$ cat src/hw/rtl/hsv_percent_to_rgb8_unit_defines.svh
// Assertion macros shared by the HSV to RGB conversion RTL.
`ifndef HSV_PERCENT_TO_RGB8_UNIT_DEFINES_SVH
`define HSV_PERCENT_TO_RGB8_UNIT_DEFINES_SVH

// Same-cycle implication, checked on every rising edge outside reset.
`define HSVP_ASSERT_IMP(label, clk, rst, ante, cons) \
  label: assert property (@(posedge clk) disable iff (rst) (ante) |-> (cons)) \
    else $error("hsvp: same-cycle check failed");

// Next-cycle implication, checked on every rising edge outside reset.
`define HSVP_ASSERT_NXT(label, clk, rst, ante, cons) \
  label: assert property (@(posedge clk) disable iff (rst) (ante) |=> (cons)) \
    else $error("hsvp: next-cycle check failed");

`endif

$ cat src/hw/rtl/hsvp_pkg.sv
// Types and constants for the HSV percent to 8-bit RGB converter.
package hsvp_pkg;

  localparam int unsigned HUE_W = 9;
  localparam int unsigned PCT_W = 7;
  localparam int unsigned CH_W  = 8;
  localparam int unsigned X60_W = 13;  // level times 60, up to 6000
  localparam int unsigned MOD_W = 6;   // hue within a sector, 0..59

  localparam int unsigned HUE_LIMIT    = 360;
  localparam int unsigned PERCENT_FULL = 100;
  localparam int unsigned SECTOR_DEG   = 60;

  // floor(p / 100) for p up to 10000: (p * 5243) >> 19
  localparam int unsigned DIV100_MUL   = 5243;
  localparam int unsigned DIV100_SHIFT = 19;
  localparam int unsigned PROD_W       = 14;  // (100 - s) * v
  localparam int unsigned DIV100_W     = 27;

  // floor(x * 51 / 1200) = floor(((x * 17) >> 4) / 25); /25 as (z * 41944) >> 20
  localparam int unsigned SCALE_MUL    = 17;
  localparam int unsigned SCALE_PRE    = 4;
  localparam int unsigned DIV25_MUL    = 41944;
  localparam int unsigned DIV25_SHIFT  = 20;
  localparam int unsigned PRE_W        = 18;
  localparam int unsigned DIV25_W      = 29;

  typedef enum logic [2:0] {
    SEC_0 = 3'd0,
    SEC_1 = 3'd1,
    SEC_2 = 3'd2,
    SEC_3 = 3'd3,
    SEC_4 = 3'd4,
    SEC_5 = 3'd5
  } sector_t;

  typedef struct packed {
    logic [HUE_W-1:0] hue;
    logic [PCT_W-1:0] saturation;
    logic [PCT_W-1:0] brightness;
  } pixel_t;

  typedef struct packed {
    logic            valid_res;
    logic [CH_W-1:0] red;
    logic [CH_W-1:0] green;
    logic [CH_W-1:0] blue;
  } rgb_t;

  typedef struct packed {
    logic en;
  } stage_ctl_t;

endpackage

$ cat src/hw/rtl/hsv_percent_to_rgb8_unit.sv
// Top level: pipelined HSV (degrees, percent) to 8-bit RGB converter.
//
//   channel  | signals                      | carries
//   ---------+------------------------------+-----------------------------------
//   pixel    | pixel_valid, pixel_ready     | pixel_t: hue, saturation, brightness
//   rgb      | rgb_valid, rgb_ready         | rgb_t: valid_res, red, green, blue
//
// Six register stages, the last being the output register.
// One pixel enters per clock while rgb is not stalled; throughput is one transfer per cycle.
// A stall on rgb freezes every stage at once; pixel_ready follows rgb_ready
// whenever the output register is full, so nothing is dropped or repeated.
// rst clears the stage valid bits only.
`include "hsv_percent_to_rgb8_unit_defines.svh"

module hsv_percent_to_rgb8_unit
  import hsvp_pkg::*;
(
  input  logic   clk,
  input  logic   rst,
  input  logic   pixel_valid,
  output logic   pixel_ready,
  input  pixel_t pixel,
  output logic   rgb_valid,
  input  logic   rgb_ready,
  output rgb_t   rgb
);

  localparam int unsigned STAGES = 6;

  stage_ctl_t ctl;
  logic [STAGES-1:0] vld;

  // stage 1
  logic             ok1;
  sector_t          sec1;
  logic [MOD_W-1:0] hmod1;
  logic [PCT_W-1:0] v1;
  logic [PROD_W-1:0] prod1;
  // stage 2
  logic             ok2;
  sector_t          sec2;
  logic [MOD_W-1:0] hmod2;
  logic [PCT_W-1:0] v2;
  logic [PCT_W-1:0] vmin2;
  // stage 3
  logic             ok3;
  sector_t          sec3;
  logic [X60_W-1:0] v60_3;
  logic [X60_W-1:0] vmin60_3;
  logic [X60_W-1:0] a60_3;
  // stages 4 and 5 (side band beside the scalers)
  logic             ok4, ok5;
  sector_t          sec4, sec5;

  logic             in_range;
  sector_t          sec_in;
  logic [HUE_W-1:0] sec_base;
  logic [DIV100_W-1:0] div_prod;
  logic [PCT_W-1:0] diff2;
  logic [X60_W-1:0] x_cv, x_cmin, x_cinc, x_cdec;
  logic [CH_W-1:0]  cv, cmin, cinc, cdec;
  rgb_t             rgb_next;

  assign ctl.en      = !vld[STAGES-1] || rgb_ready;
  assign pixel_ready = ctl.en;
  assign rgb_valid   = vld[STAGES-1];

  assign in_range = (pixel.hue < HUE_W'(HUE_LIMIT))
                 && (pixel.saturation <= PCT_W'(PERCENT_FULL))
                 && (pixel.brightness <= PCT_W'(PERCENT_FULL));

  always_comb begin
    if (pixel.hue >= HUE_W'(5 * SECTOR_DEG))      sec_in = SEC_5;
    else if (pixel.hue >= HUE_W'(4 * SECTOR_DEG)) sec_in = SEC_4;
    else if (pixel.hue >= HUE_W'(3 * SECTOR_DEG)) sec_in = SEC_3;
    else if (pixel.hue >= HUE_W'(2 * SECTOR_DEG)) sec_in = SEC_2;
    else if (pixel.hue >= HUE_W'(SECTOR_DEG))     sec_in = SEC_1;
    else                                          sec_in = SEC_0;
  end

  assign sec_base = HUE_W'(sec_in) * HUE_W'(SECTOR_DEG);
  assign div_prod = DIV100_W'(prod1) * DIV100_W'(DIV100_MUL);
  assign diff2    = v2 - vmin2;

  // out-of-range inputs produce garbage here; the ok bit zeroes them later
  assign x_cv   = v60_3;
  assign x_cmin = vmin60_3;
  assign x_cinc = vmin60_3 + a60_3;
  assign x_cdec = v60_3 - a60_3;

  always_ff @(posedge clk) begin
    if (rst) begin
      vld <= '0;
    end else if (ctl.en) begin
      vld <= {vld[STAGES-2:0], pixel_valid};
    end
  end

  always_ff @(posedge clk) begin
    if (ctl.en) begin
      ok1   <= in_range;
      sec1  <= sec_in;
      hmod1 <= MOD_W'(pixel.hue - sec_base);
      v1    <= pixel.brightness;
      prod1 <= PROD_W'(PCT_W'(PERCENT_FULL) - pixel.saturation) * PROD_W'(pixel.brightness);

      ok2   <= ok1;
      sec2  <= sec1;
      hmod2 <= hmod1;
      v2    <= v1;
      vmin2 <= div_prod[DIV100_SHIFT +: PCT_W];

      ok3      <= ok2;
      sec3     <= sec2;
      v60_3    <= X60_W'(v2) * X60_W'(SECTOR_DEG);
      vmin60_3 <= X60_W'(vmin2) * X60_W'(SECTOR_DEG);
      a60_3    <= X60_W'(diff2) * X60_W'(hmod2);

      ok4  <= ok3;
      sec4 <= sec3;
      ok5  <= ok4;
      sec5 <= sec4;

      rgb <= rgb_next;
    end
  end

  hsvp_scale u_scale_v   (.clk(clk), .ctl(ctl), .x60(x_cv),   .level(cv));
  hsvp_scale u_scale_min (.clk(clk), .ctl(ctl), .x60(x_cmin), .level(cmin));
  hsvp_scale u_scale_inc (.clk(clk), .ctl(ctl), .x60(x_cinc), .level(cinc));
  hsvp_scale u_scale_dec (.clk(clk), .ctl(ctl), .x60(x_cdec), .level(cdec));

  always_comb begin
    rgb_next.valid_res = ok5;
    case (sec5)
      SEC_0: begin
        rgb_next.red = cv;   rgb_next.green = cinc; rgb_next.blue = cmin;
      end
      SEC_1: begin
        rgb_next.red = cdec; rgb_next.green = cv;   rgb_next.blue = cmin;
      end
      SEC_2: begin
        rgb_next.red = cmin; rgb_next.green = cv;   rgb_next.blue = cinc;
      end
      SEC_3: begin
        rgb_next.red = cmin; rgb_next.green = cdec; rgb_next.blue = cv;
      end
      SEC_4: begin
        rgb_next.red = cinc; rgb_next.green = cmin; rgb_next.blue = cv;
      end
      default: begin
        // last sector
        rgb_next.red = cv;   rgb_next.green = cmin; rgb_next.blue = cdec;
      end
    endcase
    if (!ok5) begin
      rgb_next.red   = '0;
      rgb_next.green = '0;
      rgb_next.blue  = '0;
    end
  end

  `HSVP_ASSERT_IMP(a_invalid_is_black, clk, rst,
    rgb_valid && !rgb.valid_res,
    rgb.red == '0 && rgb.green == '0 && rgb.blue == '0)

  `HSVP_ASSERT_NXT(a_stall_freezes_pipe, clk, rst, !ctl.en, $stable(vld))

  `HSVP_ASSERT_NXT(a_transfer_enters_pipe, clk, rst, pixel_valid && pixel_ready, vld[0])

endmodule

$ cat src/hw/rtl/hsvp_scale.sv
// Two-stage scaler: level times 60 to an 8-bit channel, floor(x * 51 / 1200).
module hsvp_scale
  import hsvp_pkg::*;
(
  input  logic             clk,
  input  stage_ctl_t       ctl,
  input  logic [X60_W-1:0] x60,
  output logic [CH_W-1:0]  level
);

  logic [PRE_W-1:0]   pre_prod;
  logic [X60_W-1:0]   quart;
  logic [DIV25_W-1:0] div_prod;

  assign pre_prod = PRE_W'(x60) * PRE_W'(SCALE_MUL);
  assign div_prod = DIV25_W'(quart) * DIV25_W'(DIV25_MUL);

  always_ff @(posedge clk) begin
    if (ctl.en) begin
      quart <= pre_prod[SCALE_PRE +: X60_W];
      level <= div_prod[DIV25_SHIFT +: CH_W];
    end
  end

endmodule

$ cat config.mk
export PLATFORM = sky130hd
export DESIGN_NAME = hsv_percent_to_rgb8_unit
export DESIGN_NICKNAME = d
export VERILOG_FILES = /design/src/hw/rtl/hsvp_pkg.sv /design/src/hw/rtl/hsv_percent_to_rgb8_unit.sv /design/src/hw/rtl/hsvp_scale.sv
export VERILOG_INCLUDE_DIRS = /design/src /design/src/hw/rtl
export SDC_FILE = /design/constraint.sdc
export NUM_CORES = 1
export LEC_CHECK = 0
export BUFFER_PORTS_ARGS = -buffer_cell sky130_fd_sc_hd__buf_2
export CAP_MARGIN = 5
export CELL_PAD_IN_SITES_DETAIL_PLACEMENT = 0
export CELL_PAD_IN_SITES_GLOBAL_PLACEMENT = 2
export CORE_ASPECT_RATIO = 0.6
export CORE_MARGIN = 8
export CORE_UTILIZATION = 45
export CTS_CLUSTER_SIZE = 30
export DETAILED_ROUTE_END_ITERATION = 10
export PLACE_DENSITY = 0.94
export SLEW_MARGIN = 25
export SYNTH_ARGS = -nofsm -noshare
export SYNTH_HDL_FRONTEND = slang
export SYNTH_SLANG_ARGS = --single-unit
export TNS_END_PERCENT = 20
$ cat constraint.sdc
create_clock -name clk -period 8.5 [get_ports clk]
set_clock_uncertainty 0.1 [all_clocks]
set_input_delay 1.275 -clock clk [delete_from_list [all_inputs] [get_ports clk]]
set_output_delay 1.275 -clock clk [all_outputs]
set_load 0.01 [all_outputs]
# After elaboration in Yosys (flattened, before gate mapping)
# Cells that the tools add are included.
# Widths: inputs -> output; s select.
# totals
reg_bits,217
# classes
add_sub_neg,5
multipliers,14
n_lt_le_gt_ge,8
eq_ne,4
mux,6
n_reduce_logical,5
# ops
operator,n
$pmux 24 s5,1
$mul 13x13->25 const B,4
$mul 13x5->17 const B,2
$mul 11x5->15 const B,2
$mul 14x13->26 const B,1
$mul 7x4->11 const B,2
$ge 9x8->1 const B,2
$le 7x7->1 const B,2
$mul 8x8->14,1
$add 13x13->13,1
$mul 7x6->13,1
$sub 13x13->13,1
$ge 9x6->1 const B,1
$ge 9x7->1 const B,1
$ge 9x9->1 const B,1
$lt 9x9->1 const B,1
$sub 7x7->8 const A,1
$sub 7x7->7,1
$eq 3x2->1 const B,2
$mux 3,2
$sub 6x6->6,1
$mul 3x4->4 const B,1
$mux 2,2
$eq 3x1->1 const B,1
6 further kinds,7

# Logic depth before layout (Yosys ltp)
# depth
word_depth,8
depth_mapped,24
mapped_depth_nobuf,24

# Hierarchy
# Synthesis repeated with hierarchy kept, for this count alone.
# hier_totals
hier_cells,2969
hier_area_um2,31333.8
# modules_own_cells
mod,instances,cells_per_inst,area_each_um2,seq_area_each_um2
hsv_percent_to_rgb8_unit,1,1356,14279.9,3933.8
hsvp_scale (u_scale_min ...),2,422,4389.2,630.6
hsvp_scale (u_scale_inc),1,388,4175.3,630.6
hsvp_scale (u_scale_dec),1,381,4100.2,630.6

# Least setup slack after synthesis
# Ideal clock, no wire load.
# synth_path
kind,input to output
from,input rgb_ready
to,output pixel_ready
t_arrival_ns,5.569
required_time_ns,7.125
setup_slack_ns,1.556
cell_stages,2
path_cell_list,nor2b_1 > inv_1
# synth_via
elab_chain_len,1
# synth_rtl
item,line,text
"start, declared",hsv_percent_to_rgb8_unit.sv:24,"input logic rgb_ready,"
$logic_or 1x1->1,hsv_percent_to_rgb8_unit.sv:64,assign ctl.en = !vld[STAGES-1] || rgb_ready;
"end, declared",hsv_percent_to_rgb8_unit.sv:21,"output logic pixel_ready,"
# Every way passes these cells.

# Worst setup path in the final report
# layout_path
from,register u_scale_inc.quart[11]
to,register u_scale_inc.level[7] (data pin)
# layout_via
elab_chain_len,1
# layout_rtl
item,line,text
"start, declared",hsvp_scale.sv:12,logic [X60_W-1:0] quart;
"start signal, assigned",hsvp_scale.sv:20,quart <= pre_prod[SCALE_PRE +: X60_W];
$mul 13x13->25,hsvp_scale.sv:16,assign div_prod = DIV25_W'(quart) * DIV25_W'(DIV25_MUL);
via u_scale_inc.div_prod[27],hsvp_scale.sv:13,logic [DIV25_W-1:0] div_prod;
"end signal, assigned",hsvp_scale.sv:21,level <= div_prod[DIV25_SHIFT +: CH_W];
"end, declared",hsvp_scale.sv:8,output logic [CH_W-1:0] level
# The timed path passes the listed nets, and every way through them passes these cells.
# A chain may end at the register's enable or synchronous reset.

==> metrics.md <==
| Metric | Value |
|---|---|
| Final Util | `0.4896` |
| Yosys cell types | `63` |
| Commonest non-fill, non-tap cell in the layout | `inv_1` |
| Worst path most repeated cell | `inv_1` |
| Overflow after GRT | `0` |
| Vias per cell | `4.983` |
| Slew Limit Fails | `0` |
| Max Cap Viol | `0` |
| Syn_area_per_cell | `10.66 um2` |
| Post-CTS setup buffers | `0` |
| Die ar. | `roughly 76,000 um2` |
| Hold Path Class | `flop to flop` |
| Hold_buf cts | `0` |
| FFs w/ async S/R, synth | `0` |
| Outcome | `finished clean` |
| CTS HTree Levels | `1` |
| Core Area | `66,400 um2` |
| CP startpoint kind | `flop` |
| Via Count | `19.05k` |
| Peak fanout along the critical path | `7` |
| Area grow syn2layout | `7.390%` |
| R2R Setup Slk | `between 2 and 3 ns` |
| Row count | `73` |
| Synthesized net count | `between 3k and 4k` |
| EDFF count, synth | `~210` |
| Crit path largest cell delay | `0.60 ns` |
| Hold_ws | `around 0.31 ns` |
| Initial antenna violation count | `0` |
| Ratio of cells with drive above 1 in the final layout | `0.03969` |
| Post-cts sizing count | `0` |
| CP arrival | `6.13 ns` |
| Starting Density | `0.4559` |
| Global route hottest layer | `met1` |
| GRT Total Usage | `0.1665` |
| Met3 usage | `0.02911` |
| Slew HR | `0.3357` |
| WS Path Type | `flop to flop` |
| Crit Reg-Reg Startpoint | `u_scale_inc.quart[11]` |
| Clk slew on worst S/H paths | `around 0.06 ns` |
| Yosys warning count | `0` |
| DPL Wire Length | `roughly 53,000 um` |
| TritonCTS clock tree | `done` |
| Worst EP required | `between 8 and 9 ns` |
| Design area | `between 30,000 and 40,000 um2` |
| Root cell of the clock tree | `clkbuf_16` |
| Worst Hold End | `hmod2[5]` |
| Worst r2r dst | `u_scale_inc.level[7]` |
| ANT cells | `0` |
| Final Setup Violations | `0` |
| CP top delay family | `adder cells` |
| Clock sinks | `approximately 220` |
| Clk buf depth | `3` |
| Seq/Total Area, Yosys | `0.2133` |
| Min Tclk post-route | `just under 6 ns` |
| GP Congestion | `~0.87` |
| Port Buffer Count | `53` |
| WL/cell | `around 16 um` |
| RSZ-0062 raised after global routing | `false` |
| Measured slew at the worst slew-check pin | `between 0.9 and 1 ns` |
| Number of buffers created by CTS | `27` |
| Die width | `350.8 um` |
| Placed Area | `~32,000 um2` |
| Startpoint of the worst hold path | `hmod1[5]` |
| Syn Inst Count | `roughly 2.8k` |
| GR Layer Usage met2 | `0.2385` |
| WHS Path Cells | `0` |
| Top FF cell, synth | `edfxtp_1` |
| Synth Register Bits | `around 220` |
| Final nets | `a little under 4k` |
| Slowest stage cell, crit path | `a221oi_1` |
| Final setup TNS | `0 ns` |
| DR iter-0 viols | `between 1k and 1.5k` |
| Worst path depth | `20` |
| Critical path endpoint category | `flop` |
| Io pins | `54` |
| Residual DRC | `0` |
| Highest Clock Rate | `about 170 MHz` |
| Die height | `216.9 um` |
| Worst Reg-to-Reg Cells | `20` |
| Netlist Area Pre-Place | `roughly 30,000 um2` |
| Number of global-route vias before repair | `approximately 20k` |
| Final hold violations | `0` |
| First-pass GRT wire length | `103,400 um` |
| Routed WL | `about 62,000 um` |
| CP Cell Sequence | `inv_1 -> fa_1 -> inv_1 -> ha_1 -> inv_1 -> fa_1 -> inv_1 -> fa_1 -> inv_1 -> fa_1 -> inv_1 -> ha_1 -> nand4_1 -> a21oi_1 -> a221oi_1 -> a21boi_0 -> o2111ai_1 -> a31oi_1 -> a21oi_1 -> xnor2_1` |
| Most frequent cells in the layout | `inv_1 (720), ha_1 (630), fa_1 (376), edfxtp_1 (211), xnor2_1 (126)` |
| Clock Latency Late Sink | `0.59 ns` |
| Final worst-path cycle share | `0.6946` |
| Largest net degree at the start of global routing | `between 150 and 200` |
| GR Util met1 | `0.2655` |
| Final ANT Viol Nets | `0` |
| Drt pass-1 iters | `5` |
| Buf+Inv Stages, Crit Path | `6` |
-- area by class of cell --
type	count	area, um2
tap	900	1126
multi-input combinational	1879	21020
inverter	721	2714
clock inverter	21	202.7
sequential	217	6456
fill	6004	33900
clock buffer	28	679.4
timing repair buffer	57	307.8
-- synthesized netlist by cell type (all sizes together), types with 12 or more instances --
cell type	instances	area (um2)
inv	721	2706
nor2b	46	287.8
a221oi	13	113.9
and2	64	400.4
edfxtp	211	6336
a21oi	111	559.3
xnor2	126	1104
clkbuf	20	75.07
xor2	36	315.3
o211a	12	120.1
a21o	32	240.2
o21ai	52	260.2
a22oi	15	112.6
nor3	17	85.08
o21bai	26	195.2
fa	376	7527
nor2	87	326.6
ha	630	7883
nand2	74	277.8
nand2b	13	81.33
nand3	25	125.1
-- worst max path at each step --
stage	startpoint	to
finish	u_scale_inc.quart[11]	u_scale_inc.level[7]
detailed placement	pixel[7]	prod1[13]
CTS	u_scale_v.quart[10]	u_scale_v.level[7]
global route	u_scale_inc.quart[11]	u_scale_inc.level[7]
floorplan	rgb_ready	pixel_ready
global placement	pixel[7]	prod1[13]
-- metal layers --
metal,wire length (um),up-vias,share of wire
met5,0,-,0
met4,822,0,0.013
met3,3662,50,0.059
met2,24580,376,0.40
met1,33170,9243,0.53
li1,-,9381,-
-- metrics by stage --
step / std cells / worst slack [ns]
3_3_place_gp: 3774 / 2.214
4_1_cts: 3823 / 2.634
3_5_place_dp: 3774 / 2.123
6_report: 3823 / 2.596
2_1_floorplan: 2840 / 1.556
5_1_grt: 3823 / 2.224
-- sequential cells by signal, summed over array words and instances, names as in the netlist, 6 cells and up --
name               cells
rgb                   25
prod1                 14
a60_3                 13
u_scale_dec.quart     13
u_scale_inc.quart     13
u_scale_min.quart     13
u_scale_v.quart       13
v60_3                 11
vmin60_3              11
u_scale_dec.level      8
u_scale_inc.level      8
u_scale_min.level      8
u_scale_v.level        8
v1                     7
v2                     7
vmin2                  7
hmod1                  6
hmod2                  6
vld                    6
-- logic make-up after synthesis --
family / after synthesis / synth area share
XOR/XNOR: 162 / 0.04687
AND/OR/NAND/NOR: 373 / 0.06287
adder cells (fa/ha/maj): 1007 / 0.5094
multiplexers: 9 / 0.002976
flip-flops: 217 / 0.2133
AO/OA/AOI/OAI: 328 / 0.07234
buffers and inverters: 744 / 0.09226
Power is not shown: default switching activity piles up to over one toggle a cycle in this logic, so the estimate is an artifact.
